File: src/sv/sliding_window_singleton_count_assert.svh
// assertion macros for the sliding window singleton counter
// used by the top level, which supplies clk and arst_n in scope
`ifndef SLIDING_WINDOW_SINGLETON_COUNT_ASSERT_SVH
`define SLIDING_WINDOW_SINGLETON_COUNT_ASSERT_SVH

// condition holds in the same cycle as the trigger
`define SWSC_ASSERT_NOW(label, ante, cons, msg) \
	label: assert property (@(posedge clk) disable iff (!arst_n) (ante) |-> (cons)) \
		else $error(msg);

// condition holds in the cycle after the trigger
`define SWSC_ASSERT_NEXT(label, ante, cons, msg) \
	label: assert property (@(posedge clk) disable iff (!arst_n) (ante) |=> (cons)) \
		else $error(msg);

`endif

File: src/sv/swsc_pkg.sv
// shared constants, types and helpers for the sliding window singleton counter
// no dependencies
package swsc_pkg;

	localparam int VALUE_COUNT = 1024;
	localparam int VAL_W       = $clog2(VALUE_COUNT);
	localparam int WINDOW_MAX  = 64;
	localparam int LEN_W       = $clog2(WINDOW_MAX + 1);
	localparam int PTR_W       = (WINDOW_MAX > 1) ? $clog2(WINDOW_MAX) : 1;
	localparam int CNT_W       = LEN_W;
	localparam int GROUP       = 8;
	localparam int GROUPS      = (WINDOW_MAX + GROUP - 1) / GROUP;
	localparam int PART_W      = $clog2(GROUP + 1);
	localparam int FIFO_DEPTH  = 4;
	localparam int FIFO_PTR_W  = $clog2(FIFO_DEPTH);
	localparam int FIFO_CNT_W  = $clog2(FIFO_DEPTH + 1);
	localparam int INFL_W      = 2;

	localparam logic [LEN_W-1:0] LEN_RESET = LEN_W'(4);

	// register word index
	localparam logic REG_WINDOW_LEN = 1'b0;

	// broadcast to every window cell
	typedef struct packed {
		logic             shift;
		logic [VAL_W-1:0] add_val;
		logic [VAL_W-1:0] ret_val;
	} cell_ctl_t;

	// per-request tag carried through the counting pipeline
	typedef struct packed {
		logic valid;
		logic emit;
		logic full;
		logic same;
	} tally_tag_t;

	function automatic logic [PART_W-1:0] popcount_group(input logic [GROUP-1:0] bits);
		logic [PART_W-1:0] sum;
		sum = '0;
		for (int k = 0; k < GROUP; k++) begin
			sum = sum + PART_W'(bits[k]);
		end
		return sum;
	endfunction

endpackage

File: src/sv/swsc_cell.sv
// one window cell: holds a value, shifts it on, compares it to the broadcast values
// depends on swsc_pkg
module swsc_cell (
	input  logic                      clk,
	input  swsc_pkg::cell_ctl_t       ctl,
	input  logic [swsc_pkg::VAL_W-1:0] din,
	input  logic                      in_win,
	input  logic                      is_last,
	output logic [swsc_pkg::VAL_W-1:0] value,
	output logic                      match_add,
	output logic                      match_ret,
	output logic [swsc_pkg::VAL_W-1:0] tap
);
	import swsc_pkg::*;

	logic [VAL_W-1:0] value_q;

	always_ff @(posedge clk) begin
		if (ctl.shift) begin
			value_q <= din;
		end
	end

	assign value     = value_q;
	assign match_add = in_win && (value_q == ctl.add_val);
	assign match_ret = in_win && (value_q == ctl.ret_val);
	// only the oldest cell of the window drives the retire bus
	assign tap       = is_last ? value_q : '0;

endmodule

File: src/sv/swsc_tally.sv
// match counting pipeline and running singleton total
// depends on swsc_pkg
module swsc_tally (
	input  logic                           clk,
	input  logic                           arst_n,
	input  logic                           clear,
	input  swsc_pkg::tally_tag_t           tag,
	input  logic [swsc_pkg::WINDOW_MAX-1:0] match_add,
	input  logic [swsc_pkg::WINDOW_MAX-1:0] match_ret,
	output logic                           push,
	output logic [swsc_pkg::CNT_W-1:0]     push_data,
	output logic [swsc_pkg::INFL_W-1:0]    inflight
);
	import swsc_pkg::*;

	localparam int PAD_W = GROUPS * GROUP;

	tally_tag_t             tag_s1, tag_s2;
	logic [PAD_W-1:0]       ma_s1, mr_s1;
	logic [PART_W-1:0]      pa_s2 [GROUPS];
	logic [PART_W-1:0]      pr_s2 [GROUPS];
	logic [CNT_W-1:0]       total_q;
	logic [CNT_W-1:0]       cnt_add, cnt_ret, cnt_add_left, total_nxt;

	always_ff @(posedge clk or negedge arst_n) begin
		if (!arst_n) begin
			tag_s1 <= '0;
			tag_s2 <= '0;
		end else begin
			tag_s1 <= tag;
			tag_s2 <= tag_s1;
		end
	end

	always_ff @(posedge clk) begin
		ma_s1 <= PAD_W'(match_add);
		mr_s1 <= PAD_W'(match_ret);
		for (int g = 0; g < GROUPS; g++) begin
			pa_s2[g] <= popcount_group(ma_s1[g*GROUP +: GROUP]);
			pr_s2[g] <= popcount_group(mr_s1[g*GROUP +: GROUP]);
		end
	end

	always_comb begin
		cnt_add = '0;
		cnt_ret = '0;
		for (int g = 0; g < GROUPS; g++) begin
			cnt_add = cnt_add + CNT_W'(pa_s2[g]);
			cnt_ret = cnt_ret + CNT_W'(pr_s2[g]);
		end
		// occurrences of the new value once the oldest one has left
		cnt_add_left = cnt_add - CNT_W'(tag_s2.same);
		total_nxt = total_q;
		if (tag_s2.full) begin
			if (cnt_ret == CNT_W'(1)) begin
				total_nxt = total_nxt - CNT_W'(1);
			end else if (cnt_ret == CNT_W'(2)) begin
				total_nxt = total_nxt + CNT_W'(1);
			end
		end
		if (cnt_add_left == '0) begin
			total_nxt = total_nxt + CNT_W'(1);
		end else if (cnt_add_left == CNT_W'(1)) begin
			total_nxt = total_nxt - CNT_W'(1);
		end
	end

	always_ff @(posedge clk or negedge arst_n) begin
		if (!arst_n) begin
			total_q <= '0;
		end else if (clear) begin
			total_q <= '0;
		end else if (tag_s2.valid) begin
			total_q <= total_nxt;
		end
	end

	assign push      = tag_s2.valid && tag_s2.emit;
	assign push_data = total_nxt;
	assign inflight  = INFL_W'(tag_s1.valid) + INFL_W'(tag_s2.valid);

endmodule

File: src/sv/swsc_fifo.sv
// small result queue that decouples the counting pipeline from the receiver
// depends on swsc_pkg
module swsc_fifo (
	input  logic                            clk,
	input  logic                            arst_n,
	input  logic                            push,
	input  logic [swsc_pkg::CNT_W-1:0]      push_data,
	input  logic                            pop_ready,
	output logic                            pop_valid,
	output logic [swsc_pkg::CNT_W-1:0]      pop_data,
	output logic [swsc_pkg::FIFO_CNT_W-1:0] count
);
	import swsc_pkg::*;

	logic [CNT_W-1:0]      mem [FIFO_DEPTH];
	logic [FIFO_PTR_W-1:0] wr_ptr_q, rd_ptr_q;
	logic [FIFO_CNT_W-1:0] cnt_q;
	logic                  pop;

	assign pop = pop_valid && pop_ready;

	always_ff @(posedge clk) begin
		if (push) begin
			mem[wr_ptr_q] <= push_data;
		end
	end

	always_ff @(posedge clk or negedge arst_n) begin
		if (!arst_n) begin
			wr_ptr_q <= '0;
			rd_ptr_q <= '0;
			cnt_q    <= '0;
		end else begin
			if (push) begin
				wr_ptr_q <= wr_ptr_q + FIFO_PTR_W'(1);
			end
			if (pop) begin
				rd_ptr_q <= rd_ptr_q + FIFO_PTR_W'(1);
			end
			cnt_q <= cnt_q + FIFO_CNT_W'(push) - FIFO_CNT_W'(pop);
		end
	end

	assign pop_valid = (cnt_q != '0);
	assign pop_data  = mem[rd_ptr_q];
	assign count     = cnt_q;

endmodule

File: src/sv/sliding_window_singleton_count.sv
// Sliding window singleton counter.
// Input stream s_*: one value per request in s_tdata; a request is taken when
// s_tvalid and s_tready are high. The last window_len values form the window, and
// once it is full every request yields on m_* the number of values that occur
// exactly once in it; the first window_len-1 requests after reset or a register
// write yield nothing.
// The window is a row of 64 cells that shift on every request; each cell compares
// its value against the new value and the value being retired, and the match
// vectors are counted in a two-stage registered adder tree.
// Throughput: one request per cycle while s_tready is high. The result is registered
// through the two counting stages and the result queue before it reaches m_tdata.
// A four-entry result queue sits before m_*; s_tready drops while the queue plus
// the requests still in the counting stages would fill it, so a stalled receiver
// backs up into the input after at most four results.
// APB register 0 (address 0) is window_len; a write restarts the stream.
// Reset clears the window, the total and the queue, and sets window_len to 4; no
// clearing pass is needed, so requests are taken from the first cycle.
// depends on swsc_pkg, swsc_cell, swsc_tally, swsc_fifo and the assertion header
module sliding_window_singleton_count (
	input  logic        clk,
	input  logic        arst_n,
	input  logic        s_tvalid,
	output logic        s_tready,
	input  logic [15:0] s_tdata,   // [9:0] item_value
	output logic        m_tvalid,
	input  logic        m_tready,
	output logic [7:0]  m_tdata,   // [6:0] singleton_count
	input  logic        psel,
	input  logic        penable,
	input  logic        pwrite,
	input  logic [2:0]  paddr,
	input  logic [31:0] pwdata,
	output logic [31:0] prdata,
	output logic        pready
);
	import swsc_pkg::*;

	logic [LEN_W-1:0]      len_raw_q, len_eff_q, fill_q;
	logic [PTR_W-1:0]      len_m1;
	logic                  cfg_wr, acc, full, emit;
	logic [VAL_W-1:0]      add_val, ret_val;
	cell_ctl_t             ctl;
	tally_tag_t            tag;
	logic [VAL_W-1:0]      cell_val [WINDOW_MAX];
	logic [VAL_W-1:0]      cell_tap [WINDOW_MAX];
	logic [WINDOW_MAX-1:0] match_add, match_ret, in_win, is_last;
	logic                  push, pop_valid;
	logic [CNT_W-1:0]      push_data, pop_data;
	logic [INFL_W-1:0]     inflight;
	logic [FIFO_CNT_W-1:0] fifo_cnt;
	logic [LEN_W-1:0]      wr_len;

	// register port
	assign pready = 1'b1;
	assign cfg_wr = psel && penable && pwrite && pready && (paddr[2] == REG_WINDOW_LEN);
	assign wr_len = pwdata[LEN_W-1:0];

	always_ff @(posedge clk or negedge arst_n) begin
		if (!arst_n) begin
			len_raw_q <= LEN_RESET;
			len_eff_q <= LEN_RESET;
		end else if (cfg_wr) begin
			len_raw_q <= wr_len;
			if (wr_len == '0) begin
				len_eff_q <= LEN_W'(1);
			end else if (wr_len > LEN_W'(WINDOW_MAX)) begin
				len_eff_q <= LEN_W'(WINDOW_MAX);
			end else begin
				len_eff_q <= wr_len;
			end
		end
	end

	always_comb begin
		prdata = '0;
		if (paddr[2] == REG_WINDOW_LEN) begin
			prdata = 32'(len_raw_q);
		end
	end

	// window fill and request control
	assign acc     = s_tvalid && s_tready;
	assign full    = (fill_q == len_eff_q);
	assign emit    = full || ((fill_q + LEN_W'(1)) == len_eff_q);
	assign len_m1  = PTR_W'(len_eff_q - LEN_W'(1));
	assign add_val = s_tdata[VAL_W-1:0];

	always_ff @(posedge clk or negedge arst_n) begin
		if (!arst_n) begin
			fill_q <= '0;
		end else if (cfg_wr) begin
			fill_q <= '0;
		end else if (acc && !full) begin
			fill_q <= fill_q + LEN_W'(1);
		end
	end

	always_comb begin
		ret_val = '0;
		for (int i = 0; i < WINDOW_MAX; i++) begin
			ret_val = ret_val | cell_tap[i];
		end
	end

	assign ctl.shift   = acc;
	assign ctl.add_val = add_val;
	assign ctl.ret_val = ret_val;

	assign tag.valid = acc;
	assign tag.emit  = emit;
	assign tag.full  = full;
	assign tag.same  = full && (ret_val == add_val);

	// row of window cells, newest in cell 0
	for (genvar i = 0; i < WINDOW_MAX; i++) begin : g_cell
		logic [VAL_W-1:0] din;
		if (i == 0) begin : g_head
			assign din = add_val;
		end else begin : g_body
			assign din = cell_val[i-1];
		end
		assign in_win[i]  = (LEN_W'(i) < fill_q);
		assign is_last[i] = (len_m1 == PTR_W'(i));
		swsc_cell u_cell (
			.clk       (clk),
			.ctl       (ctl),
			.din       (din),
			.in_win    (in_win[i]),
			.is_last   (is_last[i]),
			.value     (cell_val[i]),
			.match_add (match_add[i]),
			.match_ret (match_ret[i]),
			.tap       (cell_tap[i])
		);
	end

	swsc_tally u_tally (
		.clk       (clk),
		.arst_n    (arst_n),
		.clear     (cfg_wr),
		.tag       (tag),
		.match_add (match_add),
		.match_ret (match_ret),
		.push      (push),
		.push_data (push_data),
		.inflight  (inflight)
	);

	swsc_fifo u_fifo (
		.clk       (clk),
		.arst_n    (arst_n),
		.push      (push),
		.push_data (push_data),
		.pop_ready (m_tready),
		.pop_valid (pop_valid),
		.pop_data  (pop_data),
		.count     (fifo_cnt)
	);

	// room for every request that could still land in the queue
	assign s_tready = ((INFL_W + 1)'(fifo_cnt) + (INFL_W + 1)'(inflight))
		< (INFL_W + 1)'(FIFO_DEPTH);

	assign m_tvalid = pop_valid;
	assign m_tdata  = 8'(pop_data);

	`include "sliding_window_singleton_count_assert.svh"

	`SWSC_ASSERT_NOW(a_fill_bound, 1'b1, (fill_q <= len_eff_q) && (len_eff_q != '0), "fill level beyond window length")
	`SWSC_ASSERT_NEXT(a_accept_tracked, acc, inflight != '0, "accepted request lost before counting")
	`SWSC_ASSERT_NOW(a_queue_room, push, (fifo_cnt < FIFO_CNT_W'(FIFO_DEPTH)) || (pop_valid && m_tready), "result queue overflow")

endmodule

File: config.mk
export PLATFORM = sky130hd
export DESIGN_NAME = sliding_window_singleton_count
export DESIGN_NICKNAME = d
export VERILOG_FILES = /design/src/sv/swsc_pkg.sv /design/src/sv/swsc_cell.sv /design/src/sv/swsc_tally.sv /design/src/sv/swsc_fifo.sv /design/src/sv/sliding_window_singleton_count.sv
export VERILOG_INCLUDE_DIRS = /design/src /design/src/sv
export SDC_FILE = /design/constraint.sdc
export NUM_CORES = 2
export LEC_CHECK = 0
export CAP_MARGIN = 20
export CORE_ASPECT_RATIO = 1.2
export CORE_MARGIN = 8
export CORE_UTILIZATION = 57
export CTS_CLUSTER_SIZE = 8
export DETAILED_ROUTE_END_ITERATION = 10
export DONT_BUFFER_PORTS = 1
export PLACE_DENSITY_LB_ADDON = 0.1
export SYNTH_ARGS = -nofsm -noshare
export SYNTH_HDL_FRONTEND = slang
export SYNTH_SLANG_ARGS = --single-unit
File: constraint.sdc
create_clock -name clk -period 25.6 [get_ports clk]
set_clock_uncertainty 0.15 [all_clocks]
set_input_delay 2.56 -clock clk [delete_from_list [all_inputs] [get_ports clk]]
set_output_delay 2.56 -clock clk [all_outputs]
set_load 0.02 [all_outputs]
==> summary.md <==
| Metric | Value |
|---|---|
| Tmin final | `7.94 ns` |
| CP peak stage delay | `0.66 ns` |
| CP bufs+invs | `2` |
| Post-layout util | `62.5%` |
| Initial antenna violation count | `36` |
| Crit start category | `register` |
| Remaining antenna violation count | `0` |
| Setup crit end kind | `register` |
| Setup-failing EPs final | `0` |
| Post-DP Area | `52900 sq um` |
| CTS sink count | `between 900 and 1000` |
| Max Cap Viol | `0` |
| Hold Path Depth | `0` |
| Fmax | `126 MHz` |
| Setup Buffers After CTS | `0` |
| Syn_area_per_cell | `~11 sq um` |
| Ports | `about 100` |
| CTS H-tree depth | `4` |
| Final Worst Setup Slack | `17.66 ns` |
| Post-Syn Instances | `approximately 4800` |
| Worst path slowest cell | `xor2_1` |
| Clock buffer depth | `3` |
| Post-DP HPWL | `approximately 180 mm` |
| # port buffers | `0` |
| Yosys reg bits | `about 900` |
| Core ar. | `roughly 91000 sq um` |
| Final hold vios | `0` |
| Resize count post-CTS | `0` |
| CTS Hold Buffers Added | `0` |
| Async set-reset flop share out of synthesis | `between 4 and 5%` |
| DR pass1 iterations | `9` |
| Peak supply drop | `roughly 0.00017 V` |
| Final Cell Area | `about 57000 sq um` |
| Global-route wire length before repair | `about 340 mm` |
| Global Route Usage Sum | `between 40% and 50%` |
| Hold Path End | `u_tally.tag_s2[2]` |
| RSZ-0062 raised after global routing | `no` |
| Mapped cell area | `about 52000 sq um` |
| Initial core utilization | `between 50 and 60%` |
| Critical path class | `register to register` |
| Slew HR | `between 10% and 20%` |
| FF-to-FF End | `u_fifo.mem[0][6]` |
| Hold WC Path Type | `register to register` |
| Clk_lat worst skew | `a little under 0.8 ns` |
| Largest net degree at the start of global routing | `between 100 and 150` |
| CP top delay family | `adder cells` |
| Worst Tran Pin Value | `about 1.3 ns` |
| Place WS | `approximately 18 ns` |
| Final Cycle Share | `between 30% and 40%` |
| Routed WL | `around 250 mm` |
| Iteration-0 DRC Markers | `approximately 8000` |
| Number of synthesized flops with an enable pin | `668` |
| Pleak | `around 0.019 uW` |
| Share of layout cells above drive strength 1 | `about 5.4%` |
| CTS Root Cell | `clkbuf_16` |
| Num CTS Buffers | `131` |
| Most used cell, CP | `fa_1` |
| Hold path startpoint | `u_tally.tag_s1[2]` |
| Sequential area share after synthesis | `between 40% and 50%` |
| Setup TNS | `0 ns` |
| Clock-pin slew on the worst setup and hold paths | `0.05 ns` |
| Gr ovfl total | `0` |
| Vias in the first global route | `roughly 40000` |
| Hold WS | `~0.19 ns` |
| Yosys warning count | `0` |
| P&R area growth vs syn | `8.62%` |
| Routed vias | `~43000` |
| R2r startpoint | `u_tally.pr_s2[0][0]` |
| Die ar. | `~100000 sq um` |
| Cell chain of the critical path | `ha_1 -> inv_1 -> fa_1 -> xor2_1 -> fa_1 -> fa_1 -> fa_1 -> inv_1 -> fa_1 -> fa_1 -> a21o_1 -> a2111o_1 -> o211a_1 -> nor3_1 -> xnor2_1 -> ha_1 -> nand2_1 -> or4b_2 -> mux2i_1 -> nor2b_1 -> xnor2_1` |
| Fin. max-slew vios | `0` |
| Die Y | `around 350 microns` |
| Drt via density | `7.17` |
| Width of the die | `slightly below 300 microns` |
| # DRC | `0` |
| Arr. time, crit path | `just over 8 ns` |
| TritonCTS clock tree | `yes` |
| Outcome | `complete, no violations` |
| Reg2Reg Depth | `21` |
| Final #Nets | `between 4000 and 5000` |
| Fill count | `7268` |
| CP required | `about 26 ns` |
| Reg2Reg Setup Slack | `~18 ns` |
| PD cells | `about 120 nW/um^2` |
| Drt wl/cell | `42.2 microns` |
| Critical Path Fanout Max | `11` |
| Dominant synthesized flop cell | `edfxtp_1` |
| Distinct cells, synth | `62` |
| Row cnt | `121` |
| Placer Congestion | `between 1 and 1.5` |
-- layer usage --
layer | GRT usage, % | wire [microns] | vias up
li1 | - | - | 16575
met1 | 57.1 | 82000 | 20640
met2 | 68.6 | 102000 | 4295
met3 | 20.6 | 40100 | 1166
met4 | 37.4 | 26500 | 24
met5 | 1.24 | 354 | -
-- flip-flops by register name (all words and copies together) (netlist names) --
signal               flops
u_tally.total_q          7
u_tally.mr_s1           64
u_fifo.rd_ptr_q          2
u_fifo.wr_ptr_q          2
u_fifo.mem              28
len_eff_q                7
fill_q                   7
u_fifo.count             3
len_raw_q                7
u_tally.pr_s2           32
u_tally.pa_s2           32
u_tally.tag_s2           4
u_tally.tag_s1           4
u_tally.ma_s1           64
g_cell.u_cell.value    640
-- synth_stat cells, types with 7 or more instances --
master	count	area, sq um
nand3_1	717	3590
xnor2_1	876	7670
nor4_1	167	1040
or4_1	19	143
nor2b_1	31	194
buf_1	64	240
inv_1	253	950
mux4_2	7	158
nor4b_1	7	61.3
fa_1	105	2100
buf_4	39	293
a21o_1	7	52.6
nor3_1	86	430
nor2_1	33	124
o21ai_0	34	170
ha_1	92	1150
dfrtp_1	41	1030
clkbuf_1	108	405
and3_1	12	75.1
buf_2	121	606
nand4_1	344	2150
edfxtp_1	668	20100
dfxtp_1	192	3840
xor2_1	472	4130
a21oi_1	60	300
nand2_1	116	435
and2_1	7	43.8
-- report_power, final --
part / internal (uW) / switching (uW) / leakage, uW
Clock: 970 / 689 / 0.00181
Combinational: 892 / 1520 / 0.00893
Sequential: 2120 / 616 / 0.00791
-- stage by stage --
| step | instances | total power [uW] |
|---|---|---|
| 2_1_floorplan | 4794 | 4480 |
| 3_3_place_gp | 5694 | 4960 |
| 3_5_place_dp | 5694 | 5020 |
| 4_1_cts | 5926 | 6660 |
| 5_1_grt | 5930 | 6920 |
| 6_report | 5954 | 6810 |
-- cell type report --
type,count,area [sq um],share of cell area [%]
Tap cell,1168,1460,2.57
Sequential cell,903,25000,44.0
Multi-Input combinational cell,3299,24900,43.9
Antenna cell,27,67.6,0.119
Clock inverter,12,156,0.275
Clock buffer,220,3650,6.43
Timing Repair Buffer,71,591,1.04
Inverter,254,953,1.68
-- how the worst max path moves through the flow --
stage,startpoint,to,slack (ns),cells after the start
6_report,u_tally.pr_s2[0][0],u_fifo.mem[0][6],17.66,21
5_1_grt,u_tally.pr_s2[0][0],u_fifo.mem[1][6],17.33,22
3_5_place_dp,u_tally.pr_s2[0][0],u_fifo.mem[0][6],17.76,21
3_3_place_gp,u_tally.pr_s2[0][4],u_fifo.mem[0][6],17.95,21
2_1_floorplan,s_tvalid,fill_q[3],4.32,4
4_1_cts,u_tally.pr_s2[0][0],u_fifo.mem[0][6],17.67,21
-- placed cells by master (no fill, tap or decap), drive strengths merged, types with 116 or more instances in the layout --
cell type  Yosys  routed
nand3        717     717
inv          253     257
xor2         472     472
xnor2        876     876
nand2        116     116
nor4         173     173
clkbuf       108     220
nand4        344     344
edfxtp       668     668
dfxtp        192     192
-- cell families after synthesis --
group	synth area share, %
multiplexers	0.438
buffers and inverters	4.90
XOR/XNOR	22.6
adder cells (fa/ha/maj)	6.22
AND/OR/NAND/NOR	16.7
AO/OA/AOI/OAI	1.42
other	0.0144
flip-flops	47.8
Power figures use the tool's default switching activity.
